===== config.mk =====
export PLATFORM = sky130hd
export DESIGN_NAME = loop_current_pwm_mapper_flat
export DESIGN_NICKNAME = d
export VERILOG_FILES = /design/src/design/lcpm_pkg.sv /design/src/design/lcpm_if.sv /design/src/design/loop_current_pwm_mapper.sv /design/src/design/lcpm_div.sv /design/src/flat_wrapper.sv
export SDC_FILE = /design/constraint.sdc
export NUM_CORES = 1
export LEC_CHECK = 0
export BUFFER_PORTS_ARGS = -buffer_cell sky130_fd_sc_hd__buf_2
export CAP_MARGIN = 20
export CORE_MARGIN = 2
export CORE_UTILIZATION = 62
export DETAILED_ROUTE_END_ITERATION = 8
export PLACE_DENSITY = 0.84
export SLEW_MARGIN = 10
export SYNTH_ARGS = -nofsm -noshare
export SYNTH_HDL_FRONTEND = slang
export SYNTH_SLANG_ARGS = --single-unit

===== constraint.sdc =====
create_clock -name clk -period 24.2 [get_ports clk]
set_input_delay 1.21 -clock clk [delete_from_list [all_inputs] [get_ports clk]]
set_output_delay 1.21 -clock clk [all_outputs]
set_load 0.02 [all_outputs]

===== src/design/lcpm_pkg.sv =====
// Shared constants, codes and types for the current loop PWM mapper.
package lcpm_pkg;

  localparam int FLOW_BITS      = 32;
  localparam int COMPARE_BITS   = 13;
  localparam int TIMEOUT_BITS   = 16;
  localparam int CENTI_BITS     = 11;
  localparam int MUL_BITS       = 16;
  localparam int CFG_INDEX_BITS = 3;
  localparam int CFG_DATA_BITS  = 32;

  localparam logic [CENTI_BITS-1:0]   CENTI_MIN     = CENTI_BITS'(400);
  localparam logic [CENTI_BITS-1:0]   CENTI_MAX     = CENTI_BITS'(2000);
  localparam logic [MUL_BITS-1:0]     CENTI_SPAN    = MUL_BITS'(1600);
  localparam logic [TIMEOUT_BITS-1:0] TIMEOUT_RESET = TIMEOUT_BITS'(10000);

  localparam logic [1:0] OP_FLOW      = 2'd0;
  localparam logic [1:0] OP_CAL_WRITE = 2'd1;
  localparam logic [1:0] OP_CAL_EXIT  = 2'd2;
  localparam logic [1:0] OP_TICK      = 2'd3;

  localparam logic [CFG_INDEX_BITS-1:0] REG_CMP_4MA   = 3'd0;
  localparam logic [CFG_INDEX_BITS-1:0] REG_CMP_20MA  = 3'd1;
  localparam logic [CFG_INDEX_BITS-1:0] REG_FLOW_4MA  = 3'd2;
  localparam logic [CFG_INDEX_BITS-1:0] REG_FLOW_20MA = 3'd3;
  localparam logic [CFG_INDEX_BITS-1:0] REG_TIMEOUT   = 3'd4;

  typedef struct packed {
    logic                 start;
    logic [FLOW_BITS-1:0] n;
    logic [FLOW_BITS-1:0] d;
    logic [MUL_BITS-1:0]  m;
  } lcpm_div_req_t;

  typedef struct packed {
    logic                busy;
    logic                done;
    logic [MUL_BITS-1:0] q;
    logic                rem_nz;
  } lcpm_div_rsp_t;

endpackage


===== src/design/lcpm_if.sv =====
// Handshake channel interfaces for items, results and configuration writes.
interface lcpm_item_if ();
  logic                                 valid;
  logic                                 ready;
  logic [1:0]                           opcode;
  logic signed [lcpm_pkg::FLOW_BITS-1:0] flow_rate;
  logic [lcpm_pkg::COMPARE_BITS-1:0]    cal_compare;
  modport source (output valid, opcode, flow_rate, cal_compare, input ready);
  modport sink (input valid, opcode, flow_rate, cal_compare, output ready);
endinterface

interface lcpm_result_if ();
  logic                              valid;
  logic                              ready;
  logic [lcpm_pkg::COMPARE_BITS-1:0] compare_value;
  logic                              compare_written;
  logic [lcpm_pkg::CENTI_BITS-1:0]   centi_milliamp;
  logic                              calibrating;
  modport source (output valid, compare_value, compare_written, centi_milliamp,
                  calibrating, input ready);
  modport sink (input valid, compare_value, compare_written, centi_milliamp,
                calibrating, output ready);
endinterface

interface lcpm_cfg_if ();
  logic                                valid;
  logic                                ready;
  logic [lcpm_pkg::CFG_INDEX_BITS-1:0] index;
  logic [lcpm_pkg::CFG_DATA_BITS-1:0]  data;
  modport source (output valid, index, data, input ready);
  modport sink (input valid, index, data, output ready);
endinterface


===== src/design/loop_current_pwm_mapper.sv =====
// Tick, write and exit items go straight to finish, which loads the result once the
// output is free. A flow sample passes the difference, magnitude and zone states, then,
// unless clamped, a divider pass for display current and, when not calibrating, one
// for the compare value. One item at a time: a new transfer can follow in the cycle
// after the result loads. Synchronous reset clears calibration state, the driven compare
// value and the registers to their power-up values (timeout 10000 ms, all else 0).
module loop_current_pwm_mapper (
  input  logic           clk,
  input  logic           rst,
  lcpm_item_if.sink      item,
  lcpm_result_if.source  result,
  lcpm_cfg_if.sink       cfg
);

  localparam int FB = lcpm_pkg::FLOW_BITS;
  localparam int CB = lcpm_pkg::COMPARE_BITS;

  localparam logic [2:0] S_IDLE      = 3'd0;
  localparam logic [2:0] S_DIFF      = 3'd1;
  localparam logic [2:0] S_MAG       = 3'd2;
  localparam logic [2:0] S_ZONE      = 3'd3;
  localparam logic [2:0] S_DIV_CENTI = 3'd4;
  localparam logic [2:0] S_DIV_CMP   = 3'd5;
  localparam logic [2:0] S_FINISH    = 3'd6;

  // Configuration registers
  logic [CB-1:0]                         compare_at_4ma;
  logic [CB-1:0]                         compare_at_20ma;
  logic [FB-1:0]                         flow_at_4ma;
  logic [FB-1:0]                         flow_at_20ma;
  logic [lcpm_pkg::TIMEOUT_BITS-1:0]     timeout_limit;

  // Block state
  logic                                  cal_active;
  logic [lcpm_pkg::TIMEOUT_BITS-1:0]     cal_elapsed_ms;
  logic [CB-1:0]                         drive_compare;

  logic [2:0]                            state;
  logic [1:0]                            op;
  logic [FB-1:0]                         flow;
  logic [CB-1:0]                         cal_cmp;
  logic signed [FB:0]                    num;
  logic signed [FB:0]                    den;
  logic [FB-1:0]                         nm;
  logic [FB-1:0]                         dm;
  logic                                  ns;
  logic                                  ds;
  logic                                  den_zero;
  logic [lcpm_pkg::CENTI_BITS-1:0]       centi;
  logic [CB-1:0]                         cmp_new;

  logic                                  res_valid;
  logic [CB-1:0]                         res_compare;
  logic                                  res_written;
  logic [lcpm_pkg::CENTI_BITS-1:0]       res_centi;
  logic                                  res_cal;

  lcpm_pkg::lcpm_div_req_t               div_req;
  lcpm_pkg::lcpm_div_rsp_t               div_rsp;

  logic                                  zone_low;
  logic                                  zone_high;
  logic                                  ascending;
  logic [CB-1:0]                         span;
  logic                                  out_free;

  logic                                  cal_active_next;
  logic [lcpm_pkg::TIMEOUT_BITS-1:0]     cal_elapsed_next;
  logic [CB-1:0]                         drive_next;
  logic                                  written_next;
  logic [lcpm_pkg::CENTI_BITS-1:0]       centi_next;
  logic [lcpm_pkg::TIMEOUT_BITS-1:0]     elapsed_inc;

  assign cfg.ready  = 1'b1;
  assign item.ready = (state == S_IDLE);
  assign out_free   = !res_valid || result.ready;

  always_ff @(posedge clk) begin
    if (rst) begin
      compare_at_4ma  <= '0;
      compare_at_20ma <= '0;
      flow_at_4ma     <= '0;
      flow_at_20ma    <= '0;
      timeout_limit   <= lcpm_pkg::TIMEOUT_RESET;
    end else if (cfg.valid) begin
      unique case (cfg.index)
        lcpm_pkg::REG_CMP_4MA:   compare_at_4ma  <= cfg.data[CB-1:0];
        lcpm_pkg::REG_CMP_20MA:  compare_at_20ma <= cfg.data[CB-1:0];
        lcpm_pkg::REG_FLOW_4MA:  flow_at_4ma     <= cfg.data[FB-1:0];
        lcpm_pkg::REG_FLOW_20MA: flow_at_20ma    <= cfg.data[FB-1:0];
        lcpm_pkg::REG_TIMEOUT:   timeout_limit   <= cfg.data[lcpm_pkg::TIMEOUT_BITS-1:0];
        default: begin
        end
      endcase
    end
  end

  // A ratio at or below zero, including a zero-width range, clamps to the 4 mA end.
  assign zone_low  = den_zero || (nm == '0) || (ns != ds);
  assign zone_high = (nm >= dm);
  assign ascending = (compare_at_20ma >= compare_at_4ma);
  assign span      = ascending ? (compare_at_20ma - compare_at_4ma)
                               : (compare_at_4ma - compare_at_20ma);

  always_comb begin
    div_req.n     = nm;
    div_req.d     = dm;
    div_req.m     = (state == S_ZONE) ? lcpm_pkg::CENTI_SPAN : lcpm_pkg::MUL_BITS'(span);
    div_req.start = ((state == S_ZONE) && !zone_low && !zone_high) ||
                    ((state == S_DIV_CENTI) && div_rsp.done && !cal_active);
  end

  lcpm_div u_div (
    .clk (clk),
    .rst (rst),
    .req (div_req),
    .rsp (div_rsp)
  );

  always_comb begin
    cal_active_next  = cal_active;
    cal_elapsed_next = cal_elapsed_ms;
    drive_next       = drive_compare;
    written_next     = 1'b0;
    centi_next       = '0;
    elapsed_inc      = (cal_elapsed_ms == '1) ? cal_elapsed_ms : cal_elapsed_ms + 1'b1;
    unique case (op)
      lcpm_pkg::OP_FLOW: begin
        centi_next = centi;
        if (!cal_active) begin
          drive_next   = cmp_new;
          written_next = 1'b1;
        end
      end
      lcpm_pkg::OP_CAL_WRITE: begin
        cal_active_next  = 1'b1;
        cal_elapsed_next = '0;
        drive_next       = cal_cmp;
        written_next     = 1'b1;
      end
      lcpm_pkg::OP_CAL_EXIT: begin
        cal_active_next  = 1'b0;
        cal_elapsed_next = '0;
      end
      lcpm_pkg::OP_TICK: begin
        if (cal_active) begin
          if (elapsed_inc >= timeout_limit) begin
            cal_active_next  = 1'b0;
            cal_elapsed_next = '0;
          end else begin
            cal_elapsed_next = elapsed_inc;
          end
        end
      end
    endcase
  end

  always_ff @(posedge clk) begin
    if (rst) begin
      state          <= S_IDLE;
      op             <= lcpm_pkg::OP_FLOW;
      cal_active     <= 1'b0;
      cal_elapsed_ms <= '0;
      drive_compare  <= '0;
      res_valid      <= 1'b0;
    end else begin
      // The finish state loads the next result itself once the output is free.
      if (res_valid && result.ready && (state != S_FINISH)) begin
        res_valid <= 1'b0;
      end
      unique case (state)
        S_IDLE: begin
          if (item.valid) begin
            op      <= item.opcode;
            flow    <= item.flow_rate;
            cal_cmp <= item.cal_compare;
            state   <= (item.opcode == lcpm_pkg::OP_FLOW) ? S_DIFF : S_FINISH;
          end
        end
        S_DIFF: begin
          num   <= $signed({flow[FB-1], flow}) - $signed({flow_at_4ma[FB-1], flow_at_4ma});
          den   <= $signed({flow_at_20ma[FB-1], flow_at_20ma})
                   - $signed({flow_at_4ma[FB-1], flow_at_4ma});
          state <= S_MAG;
        end
        S_MAG: begin
          ns       <= num[FB];
          ds       <= den[FB];
          nm       <= num[FB] ? FB'(-num) : num[FB-1:0];
          dm       <= den[FB] ? FB'(-den) : den[FB-1:0];
          den_zero <= (den == '0);
          state    <= S_ZONE;
        end
        S_ZONE: begin
          if (zone_low) begin
            centi   <= lcpm_pkg::CENTI_MIN;
            cmp_new <= compare_at_4ma;
            state   <= S_FINISH;
          end else if (zone_high) begin
            centi   <= lcpm_pkg::CENTI_MAX;
            cmp_new <= compare_at_20ma;
            state   <= S_FINISH;
          end else begin
            state <= S_DIV_CENTI;
          end
        end
        S_DIV_CENTI: begin
          if (div_rsp.done) begin
            centi <= lcpm_pkg::CENTI_MIN + lcpm_pkg::CENTI_BITS'(div_rsp.q);
            state <= cal_active ? S_FINISH : S_DIV_CMP;
          end
        end
        S_DIV_CMP: begin
          // A falling range rounds the step up so that the compare value still floors.
          if (div_rsp.done) begin
            if (ascending) begin
              cmp_new <= compare_at_4ma + CB'(div_rsp.q);
            end else begin
              cmp_new <= compare_at_4ma - (CB'(div_rsp.q) + CB'(div_rsp.rem_nz));
            end
            state <= S_FINISH;
          end
        end
        S_FINISH: begin
          if (out_free) begin
            cal_active     <= cal_active_next;
            cal_elapsed_ms <= cal_elapsed_next;
            drive_compare  <= drive_next;
            res_valid      <= 1'b1;
            res_compare    <= drive_next;
            res_written    <= written_next;
            res_centi      <= centi_next;
            res_cal        <= cal_active_next;
            state          <= S_IDLE;
          end
        end
        default: begin
          state <= S_IDLE;
        end
      endcase
    end
  end

  assign result.valid           = res_valid;
  assign result.compare_value   = res_compare;
  assign result.compare_written = res_written;
  assign result.centi_milliamp  = res_centi;
  assign result.calibrating     = res_cal;

`ifndef SYNTHESIS
  a_idle_counter_clear: assert property (@(posedge clk) disable iff (rst)
    !cal_active |-> (cal_elapsed_ms == '0))
    else $error("calibration counter nonzero outside calibration");

  a_div_idle_on_accept: assert property (@(posedge clk) disable iff (rst)
    item.ready |-> !div_rsp.busy)
    else $error("divider busy while a new item can be taken");

  a_centi_range: assert property (@(posedge clk) disable iff (rst)
    result.valid |-> (result.centi_milliamp == '0) ||
                     ((result.centi_milliamp >= lcpm_pkg::CENTI_MIN) &&
                      (result.centi_milliamp <= lcpm_pkg::CENTI_MAX)))
    else $error("display current out of range");

  a_flow_written: assert property (@(posedge clk) disable iff (rst)
    (result.valid && (result.centi_milliamp != '0)) |->
      (result.compare_written == !result.calibrating))
    else $error("flow sample write flag does not follow calibration mode");
`endif

endmodule


===== src/design/lcpm_div.sv =====
// Shared shift-and-subtract unit computing floor(n * m / d) for n < d, one half bit per cycle.
module lcpm_div (
  input  logic                    clk,
  input  logic                    rst,
  input  lcpm_pkg::lcpm_div_req_t req,
  output lcpm_pkg::lcpm_div_rsp_t rsp
);

  localparam int RB = lcpm_pkg::FLOW_BITS + 1;
  localparam int CB = $clog2(lcpm_pkg::MUL_BITS);

  logic                              busy;
  logic                              phase;
  logic                              done;
  logic [CB-1:0]                     cnt;
  logic [lcpm_pkg::MUL_BITS-1:0]     q;
  logic [RB-1:0]                     r;
  logic [lcpm_pkg::FLOW_BITS-1:0]    n;
  logic [lcpm_pkg::FLOW_BITS-1:0]    d;
  logic [lcpm_pkg::MUL_BITS-1:0]     m;

  logic [RB-1:0]                     operand;
  logic                              ge;
  logic [RB-1:0]                     r_next;
  logic [lcpm_pkg::MUL_BITS-1:0]     q_next;

  // Phase 0 doubles the remainder, phase 1 adds n when the current bit of m is set.
  // Each phase then takes d off once if the remainder reached it.
  always_comb begin
    if (phase) begin
      operand = r + {1'b0, (m[cnt] ? n : '0)};
    end else begin
      operand = {r[RB-2:0], 1'b0};
    end
    ge = (operand >= {1'b0, d});
    r_next = ge ? (operand - {1'b0, d}) : operand;
    if (phase) begin
      q_next = q + lcpm_pkg::MUL_BITS'(ge);
    end else begin
      q_next = {q[lcpm_pkg::MUL_BITS-2:0], ge};
    end
  end

  always_ff @(posedge clk) begin
    if (rst) begin
      busy <= 1'b0;
      done <= 1'b0;
    end else begin
      done <= 1'b0;
      if (req.start) begin
        busy  <= 1'b1;
        phase <= 1'b0;
        cnt   <= CB'(lcpm_pkg::MUL_BITS - 1);
        r     <= '0;
        q     <= '0;
        n     <= req.n;
        d     <= req.d;
        m     <= req.m;
      end else if (busy) begin
        r     <= r_next;
        q     <= q_next;
        phase <= ~phase;
        if (phase) begin
          if (cnt == '0) begin
            busy <= 1'b0;
            done <= 1'b1;
          end else begin
            cnt <= cnt - 1'b1;
          end
        end
      end
    end
  end

  assign rsp.busy   = busy;
  assign rsp.done   = done;
  assign rsp.q      = q;
  assign rsp.rem_nz = (r != '0);

endmodule

===== src/flat_wrapper.sv =====
// flat-port wrapper written by rule: the top's interface ports become plain ports
module loop_current_pwm_mapper_flat 
  (clk, rst, item_valid, item_opcode, item_flow_rate, item_cal_compare, item_ready, result_valid, result_compare_value, result_compare_written, result_centi_milliamp, result_calibrating, result_ready, cfg_valid, cfg_index, cfg_data, cfg_ready);
  lcpm_item_if item_i ();
  lcpm_result_if result_i ();
  lcpm_cfg_if cfg_i ();
  input  logic clk;
  input  logic rst;
  input wire logic [$bits(item_i.valid)-1:0] item_valid;
  input wire logic [$bits(item_i.opcode)-1:0] item_opcode;
  input wire logic [$bits(item_i.flow_rate)-1:0] item_flow_rate;
  input wire logic [$bits(item_i.cal_compare)-1:0] item_cal_compare;
  output wire logic [$bits(item_i.ready)-1:0] item_ready;
  output wire logic [$bits(result_i.valid)-1:0] result_valid;
  output wire logic [$bits(result_i.compare_value)-1:0] result_compare_value;
  output wire logic [$bits(result_i.compare_written)-1:0] result_compare_written;
  output wire logic [$bits(result_i.centi_milliamp)-1:0] result_centi_milliamp;
  output wire logic [$bits(result_i.calibrating)-1:0] result_calibrating;
  input wire logic [$bits(result_i.ready)-1:0] result_ready;
  input wire logic [$bits(cfg_i.valid)-1:0] cfg_valid;
  input wire logic [$bits(cfg_i.index)-1:0] cfg_index;
  input wire logic [$bits(cfg_i.data)-1:0] cfg_data;
  output wire logic [$bits(cfg_i.ready)-1:0] cfg_ready;
  assign item_i.valid = item_valid;
  assign item_i.opcode = item_opcode;
  assign item_i.flow_rate = item_flow_rate;
  assign item_i.cal_compare = item_cal_compare;
  assign item_ready = item_i.ready;
  assign result_valid = result_i.valid;
  assign result_compare_value = result_i.compare_value;
  assign result_compare_written = result_i.compare_written;
  assign result_centi_milliamp = result_i.centi_milliamp;
  assign result_calibrating = result_i.calibrating;
  assign result_i.ready = result_ready;
  assign cfg_i.valid = cfg_valid;
  assign cfg_i.index = cfg_index;
  assign cfg_i.data = cfg_data;
  assign cfg_ready = cfg_i.ready;
  loop_current_pwm_mapper u_core (.clk(clk), .rst(rst), .item(item_i), .result(result_i), .cfg(cfg_i));
endmodule

==> metrics, run 1 <==
row count 81; Residual DRC 0; Worst-Skew Late Latency 610 ps; Max Fclk 120 MHz; ratio of cells with drive above 1 in the final layout 0.0917; FF-to-FF Start u_core.u_div.cnt[0]; Hold Path Class flop to flop; clock slew at reported path FFs 70 ps; Worst Setup Start Kind flop; worst slack, placed 16010 ps; synth top area cells edfxtp_1 35%, ha_1 10%, dfxtp_1 9.5%; Fin Setup TNS 0 ps; final cell count without fillers 3873; Pre-antenna DRT Iters 8; CP max FO 34; Worst-Margin Slew 1120 ps; final net count 3549; GRT Total Usage 0.298; clk sink count 500; Post-Synthesis Cells 3134; crit-path max cell delay 550 ps; CP most frequent cell nor2_1; RR Endpoint u_core.u_div.q[12]; WS Path Type flop to flop; Net Sw Frac 0.252; Seq pwr share 0.476; postcts setup bufs 0; EDFF count, synth 356; biggest regs u_core.den (33), u_core.num (33), u_core.u_div.r (33); global routing usage on met3 0.0348; RSZ-0062 raised after global routing no; Finished Cell Area 0.0333 mm2; M2 GR Usage 0.469; CP Capture Point u_core.u_div.q[12]; WP depth 34; Clock Power Share 0.402; Yosys top cell area share 0.351; WHS 454 ps; vias in the first global route 22800; final hold violations 0; final period utilization 0.343; Syn Area/Cell 9.71 um2; Initial Util 0.625; antenna violations before repair 0; Register-to-Register Path Depth 34; DR vias 23900; Pins Over Slew Limit 0; cts hold-fix bufs 0; area delta synth->final 9.44%; busiest layer in global routing met2; first-pass GRT wire length 121000 um; worst path required time 24540 ps; via/cell ratio 6.18; synth warn 0; slowest CP cell mux4_2; Root Buffer clkbuf_16; Num CTS Buffers 51; cell type with the largest total area after synthesis edfxtp_1; count of cell types in the netlist 95; n_diodes 0; total net switching power 514 uW; PnR worst setup slack 15900 ps; slew margin rel. 0.257; HPWL after DPL 56800 um; DRT Wirelength 76600 um; CP startpoint u_core.u_div.cnt[0]; Seq/Total Area, Yosys 0.446; status completed; CP Buf/Inv Count 2; largest net degree at the start of global routing 111; predominant post-synthesis flop cell edfxtp_1; initial DRC count 2499; Die Height 225 um; Inst Count DP 3776; Final min period 8300 ps; I/O pin cnt 116; Final GP Congestion 0.966; Power Dens Cells 61.4 mW/mm2; Gate power share 0.122; IO buf count 114; crit-path leading delay family compound AO/OA/AOI/OAI gates; Post-synth ARST share 0; die area 0.0508 mm2; Synth Register Bits 500; Mapped Nets 3475; CP Capture Type flop; area post-placement 0.0315 mm2; Pleak 0.0130 uW; peak supply drop 60.2 uV; crit path DAT 8640 ps; core area 0.0486 mm2; grt met1 use 0.434; Netlist Area Pre-Place 0.0304 mm2; Avg WL per Cell 19.8 um; reg2reg setup slack 15900 ps; Max Cap Violations 0; die width 225 um; Clock Skews 16.6 ps; CTS tree done; grt total ovfl 0; Internal Pwr Total 1530 uW; Final ANT Viol Nets 0; post-CTS resize count 0; CTS Buffer Depth 3; Final setup viols 0; # H-tree levels 2
[power groups by stage]
stage | clock (uW) | combinational (uW) | sequential, uW
2_1_floorplan | 0 | 177 | 985
3_3_place_gp | 0 | 231 | 989
3_5_place_dp | 0 | 240 | 990
4_1_cts | 829 | 243 | 972
5_1_grt | 861 | 271 | 975
6_report | 821 | 248 | 973
[worst min-delay path by stage]
| stage | from | to | slack, ps | depth (start not counted) |
|---|---|---|---|---|
| 5_1_grt | u_core.flow_at_4ma[29] | u_core.flow_at_4ma[29] | 480 | 2 |
| 3_5_place_dp | u_core.dm[23] | u_core.u_div.d[23] | 450 | 0 |
| 2_1_floorplan | u_core.dm[10] | u_core.u_div.d[10] | 430 | 0 |
| 6_report | u_core.flow_at_4ma[15] | u_core.flow_at_4ma[15] | 450 | 2 |
| 3_3_place_gp | u_core.flow_at_4ma[15] | u_core.flow_at_4ma[15] | 440 | 2 |
| 4_1_cts | u_core.timeout_limit[6] | u_core.timeout_limit[6] | 460 | 2 |
[worst min-delay path: cells and delay by family, from the launching register on]
kind / cells / cell delay (ps)
flip-flops: 1 / 310
AO/OA/AOI/OAI: 1 / 50
AND/OR/NAND/NOR: 1 / 50
[metrics by stage]
step           utilization  power (uW)
2_1_floorplan            -        1160
3_3_place_gp         0.647        1220
3_5_place_dp         0.648        1230
4_1_cts              0.684        2040
5_1_grt              0.684        2110
6_report             0.684        2040
[cell type report]
class / count / area [um2]
sequential: 500 / 13600
clock inverter: 22 / 282
inverter: 235 / 882
tap: 622 / 778
fill: 3647 / 15400
clock buffer: 74 / 1480
timing repair buffer: 135 / 738
multi-input combinational: 2285 / 15600
[layout by cell type (no fill, tap or decap), types with 36 or more instances in the layout]
cell       count
nand2_1      374
edfxtp_1     356
a21oi_1      315
ha_1         245
inv_1        234
nor2_1       216
xnor2_1      162
dfxtp_1      144
o21ai_0      134
buf_2        113
a21o_1        77
xor2_1        54
nor2b_1       54
nand3_1       53
clkbuf_16     53
a211oi_1      46
nor3_1        36
[Yosys cell counts, types with 16 or more instances]
library cell	instances
a211oi_1	46
a21o_1	77
a21oi_1	319
and2_1	21
and3_1	16
clkbuf_1	94
dfxtp_1	144
edfxtp_1	356
ha_1	245
inv_1	234
mux2_2	24
mux2i_1	34
nand2_1	374
nand2b_1	30
nand3_1	53
nand4_1	32
nor2_1	220
nor2b_1	55
nor3_1	37
nor4_1	25
o21a_1	28
o21ai_0	134
o21bai_1	23
o31ai_1	21
xnor2_1	162
xor2_1	54
[per-layer routing]
metal | share of wire | vias to the layer above | wire length [um]
li1 | - | 11400 | -
met5 | 0 | - | 0
met3 | 0.069 | 119 | 5310
met1 | 0.45 | 11500 | 34600
met2 | 0.46 | 897 | 34800
met4 | 0.024 | 0 | 1870
[cell families after synthesis]
group	after synthesis	synth area share
mux	63	0.0233
xor+xnor	216	0.0622
fa+ha+maj	254	0.107
compound gates	825	0.176
buf+inv	349	0.0447
simple gates	926	0.141
flops	500	0.446
other cells	1	0.000123
No activity file was read; power rests on OpenSTA's default activity.
==> run 2: changes to the inputs <==
Settings changed: ABC_AREA set to 1, CORE_UTILIZATION 62 to 57, PLACE_DENSITY 0.84 to 0.81.
Clock period 24.2 ns to 7.6 ns, I/O delays scaled along.
==> metrics, run 2 <==
status completed (unchanged); Seq pwr share 0.443 (was 0.476); predominant post-synthesis flop cell edfxtp_1 (unchanged); postcts setup bufs 0 (unchanged); Final GP Congestion 1.00 (was 0.966); Power Dens Cells 213 mW/mm2 (was 61.4 mW/mm2); count of cell types in the netlist 55 (was 95); WS Path Type flop to flop (unchanged); Avg WL per Cell 16.8 um (was 19.8 um); Max Cap Violations 0 (unchanged); row count 87 (was 81); biggest regs u_core.den (33), u_core.num (33), u_core.u_div.r (33) (unchanged); CTS tree done (unchanged); cts hold-fix bufs 45 (was 0); die width 243 um (was 225 um); largest net degree at the start of global routing 98 (was 111); Pins Over Slew Limit 0 (unchanged); worst path required time 7960 ps (was 24540 ps); Internal Pwr Total 5270 uW (was 1530 uW); CP Buf/Inv Count 7 (was 2); clk sink count 500 (unchanged); Pre-antenna DRT Iters 6 (was 8); final hold violations 0 (unchanged); via/cell ratio 5.52 (was 6.18); Final min period 6680 ps (was 8300 ps); first-pass GRT wire length 133000 um (was 121000 um); CP most frequent cell nand2_1 (was nor2_1); Worst-Skew Late Latency 630 ps (was 610 ps); Root Buffer clkbuf_16 (unchanged); final period utilization 0.878 (was 0.343); Pleak 0.0162 uW (was 0.0130 uW); CP max FO 19 (was 34); Fin Setup TNS 0 ps (unchanged); Gate power share 0.227 (was 0.122); synth top area cells edfxtp_1 33%, nand2_1 9.8%, ha_1 9.4% (was edfxtp_1 35%, ha_1 10%, dfxtp_1 9.5%); I/O pin cnt 116 (unchanged); cell type with the largest total area after synthesis edfxtp_1 (unchanged); Clock Skews 46.3 ps (was 16.6 ps); clock slew at reported path FFs 60 ps (was 70 ps); HPWL after DPL 63700 um (was 56800 um); crit-path leading delay family simple AND/OR/NAND/NOR gates (was compound AO/OA/AOI/OAI gates); commonest non-fill, non-tap cell in the layout nand2_1 (unchanged); CP Capture Type flop (unchanged); die area 0.0589 mm2 (was 0.0508 mm2); GRT Total Usage 0.280 (was 0.298); Net Sw Frac 0.310 (was 0.252); Num CTS Buffers 49 (was 51); Netlist Area Pre-Place 0.0325 mm2 (was 0.0304 mm2); initial DRC count 2565 (was 2499); slowest CP cell inv_1 (was mux4_2); top-count cell post-synth nand2_1 (unchanged); Die Height 243 um (was 225 um); total net switching power 2370 uW (was 514 uW); Final setup viols 0 (unchanged); Max Fclk 150 MHz (was 120 MHz); Residual DRC 0 (unchanged); Syn Area/Cell 7.96 um2 (was 9.71 um2); Synth Register Bits 500 (unchanged); slew margin rel. 0.297 (was 0.257); Clock Power Share 0.330 (was 0.402); DRT Wirelength 84400 um (was 76600 um); FF-to-FF Start u_core.u_div.cnt[0] (unchanged); Seq/Total Area, Yosys 0.418 (was 0.446); CP startpoint u_core.u_div.cnt[0] (unchanged); CTS Buffer Depth 3 (unchanged); n_diodes 0 (unchanged); antenna violations before repair 0 (unchanged); Initial Util 0.576 (was 0.625); grt total ovfl 0 (unchanged); area delta synth->final 10.7% (was 9.44%); crit-path max cell delay 500 ps (was 550 ps); Register-to-Register Path Depth 41 (was 34); final design utilization 0.638 (was 0.684); most instantiated cells after synthesis 845 x nand2_1, 651 x inv_1, 392 x nor2_1 (was 374 x nand2_1, 356 x edfxtp_1, 319 x a21oi_1); Post-Synthesis Cells 4080 (was 3134); DR vias 27600 (was 23900); synth warn 0 (unchanged); crit path DAT 7030 ps (was 8640 ps); peak supply drop 196 uV (was 60.2 uV); Post-synth ARST share 0 (unchanged); final net count 4555 (was 3549); RR Endpoint u_core.u_div.q[11] (was u_core.u_div.q[12]); Mapped Nets 4421 (was 3475); core area 0.0564 mm2 (was 0.0486 mm2); most frequent cells in the layout 845 x nand2_1, 649 x inv_1, 388 x nor2_1, 375 x a21oi_1, 356 x edfxtp_1 (was 374 x nand2_1, 356 x edfxtp_1, 315 x a21oi_1, 245 x ha_1, 234 x inv_1); vias in the first global route 26300 (was 22800); Yosys top cell area share 0.329 (was 0.351); EDFF count, synth 356 (unchanged); Worst-Margin Slew 1050 ps (was 1120 ps); Hold Path Class input pin to flop (was flop to flop); Worst Setup Start Kind flop (unchanged); WP depth 41 (was 34); Final ANT Viol Nets 0 (unchanged); IO buf count 114 (unchanged); RSZ-0062 raised after global routing no (unchanged); # H-tree levels 2 (unchanged); post-CTS resize count 0 (unchanged); Tot Pwr 7640 uW (was 2040 uW); reg2reg setup slack 920 ps (was 15900 ps); ratio of cells with drive above 1 in the final layout 0.0623 (was 0.0917); CP Capture Point u_core.u_div.q[11] (was u_core.u_div.q[12])
[run 2: changes by cell type in the layout (fill, tap and decap cells not counted), sizes merged, moves of 72 or more]
cell,change
nand2,+473
inv,+419
nor2,+174
o21ai,+149
nand3,+92
xnor2,-72
[run 2: worst min-delay path: cells and delay by family]
kind | cells | cell delay (ps)
AOI/OAI and AO/OA | 1 | 80
buffers and inverters | 1 | 120
and+or+nand+nor | 1 | 60
[run 2: layout make-up]
cell class | instances | area, um2
sequential | 500 | 13600
clock buffer | 66 | 1360
multi-input combinational | 2825 | 16100
tap | 756 | 946
clock inverter | 23 | 327
timing repair buffer | 182 | 1210
inverter | 656 | 2460
fill | 4819 | 20400
[run 2: how the worst min path moves through the flow]
stage,from,end,slack (ps),depth (start not counted)
2_1_floorplan,u_core.den[0],u_core.dm[0],430,0
3_3_place_gp,u_core.dm[15],u_core.u_div.d[15],430,0
3_5_place_dp,u_core.dm[10],u_core.u_div.d[10],440,0
4_1_cts,cfg_data[13],u_core.timeout_limit[13],6,3
5_1_grt,cfg_data[13],u_core.timeout_limit[13],50,3
6_report,cfg_data[13],u_core.timeout_limit[13],40,3
[run 2: metal layers]
layer  global-route usage  share of wire  wire length [um]  vias up
met1                0.387           0.44             37300    12600
met2                0.457           0.46             38500     1060
met3               0.0313          0.071              6030      186
met5                    0              0                 0        -
li1                     -              -                 -    13700
met4               0.0958          0.031              2590        0
[run 2: cells by family after synthesis]
logic type,share of synthesized area
flops,0.418
fa+ha+maj,0.0999
simple gates,0.191
buf+inv,0.0891
xor+xnor,0.0555
compound gates,0.146
other cells,0.000115
[run 2: power groups by stage]
| stage | registers [uW] | logic, uW | clock network [uW] |
|---|---|---|---|
| after CTS | 3390 | 1700 | 2540 |
| after floorplan | 3420 | 1210 | 0 |
| after global placement | 3430 | 1630 | 0 |
| after global routing | 3410 | 1920 | 2640 |
| final | 3390 | 1730 | 2520 |
| after detailed placement | 3440 | 1660 | 0 |
[run 2: per-stage QoR]
step	worst slack, ps	hold WS (ps)	area, um2	instances
3_3_place_gp	1060	432	33800	4872
6_report	925	43.8	36000	5008
4_1_cts	929	6.37	35900	5006
3_5_place_dp	947	437	33800	4872
2_1_floorplan	1900	426	32500	4080
5_1_grt	108	46.2	36000	5008
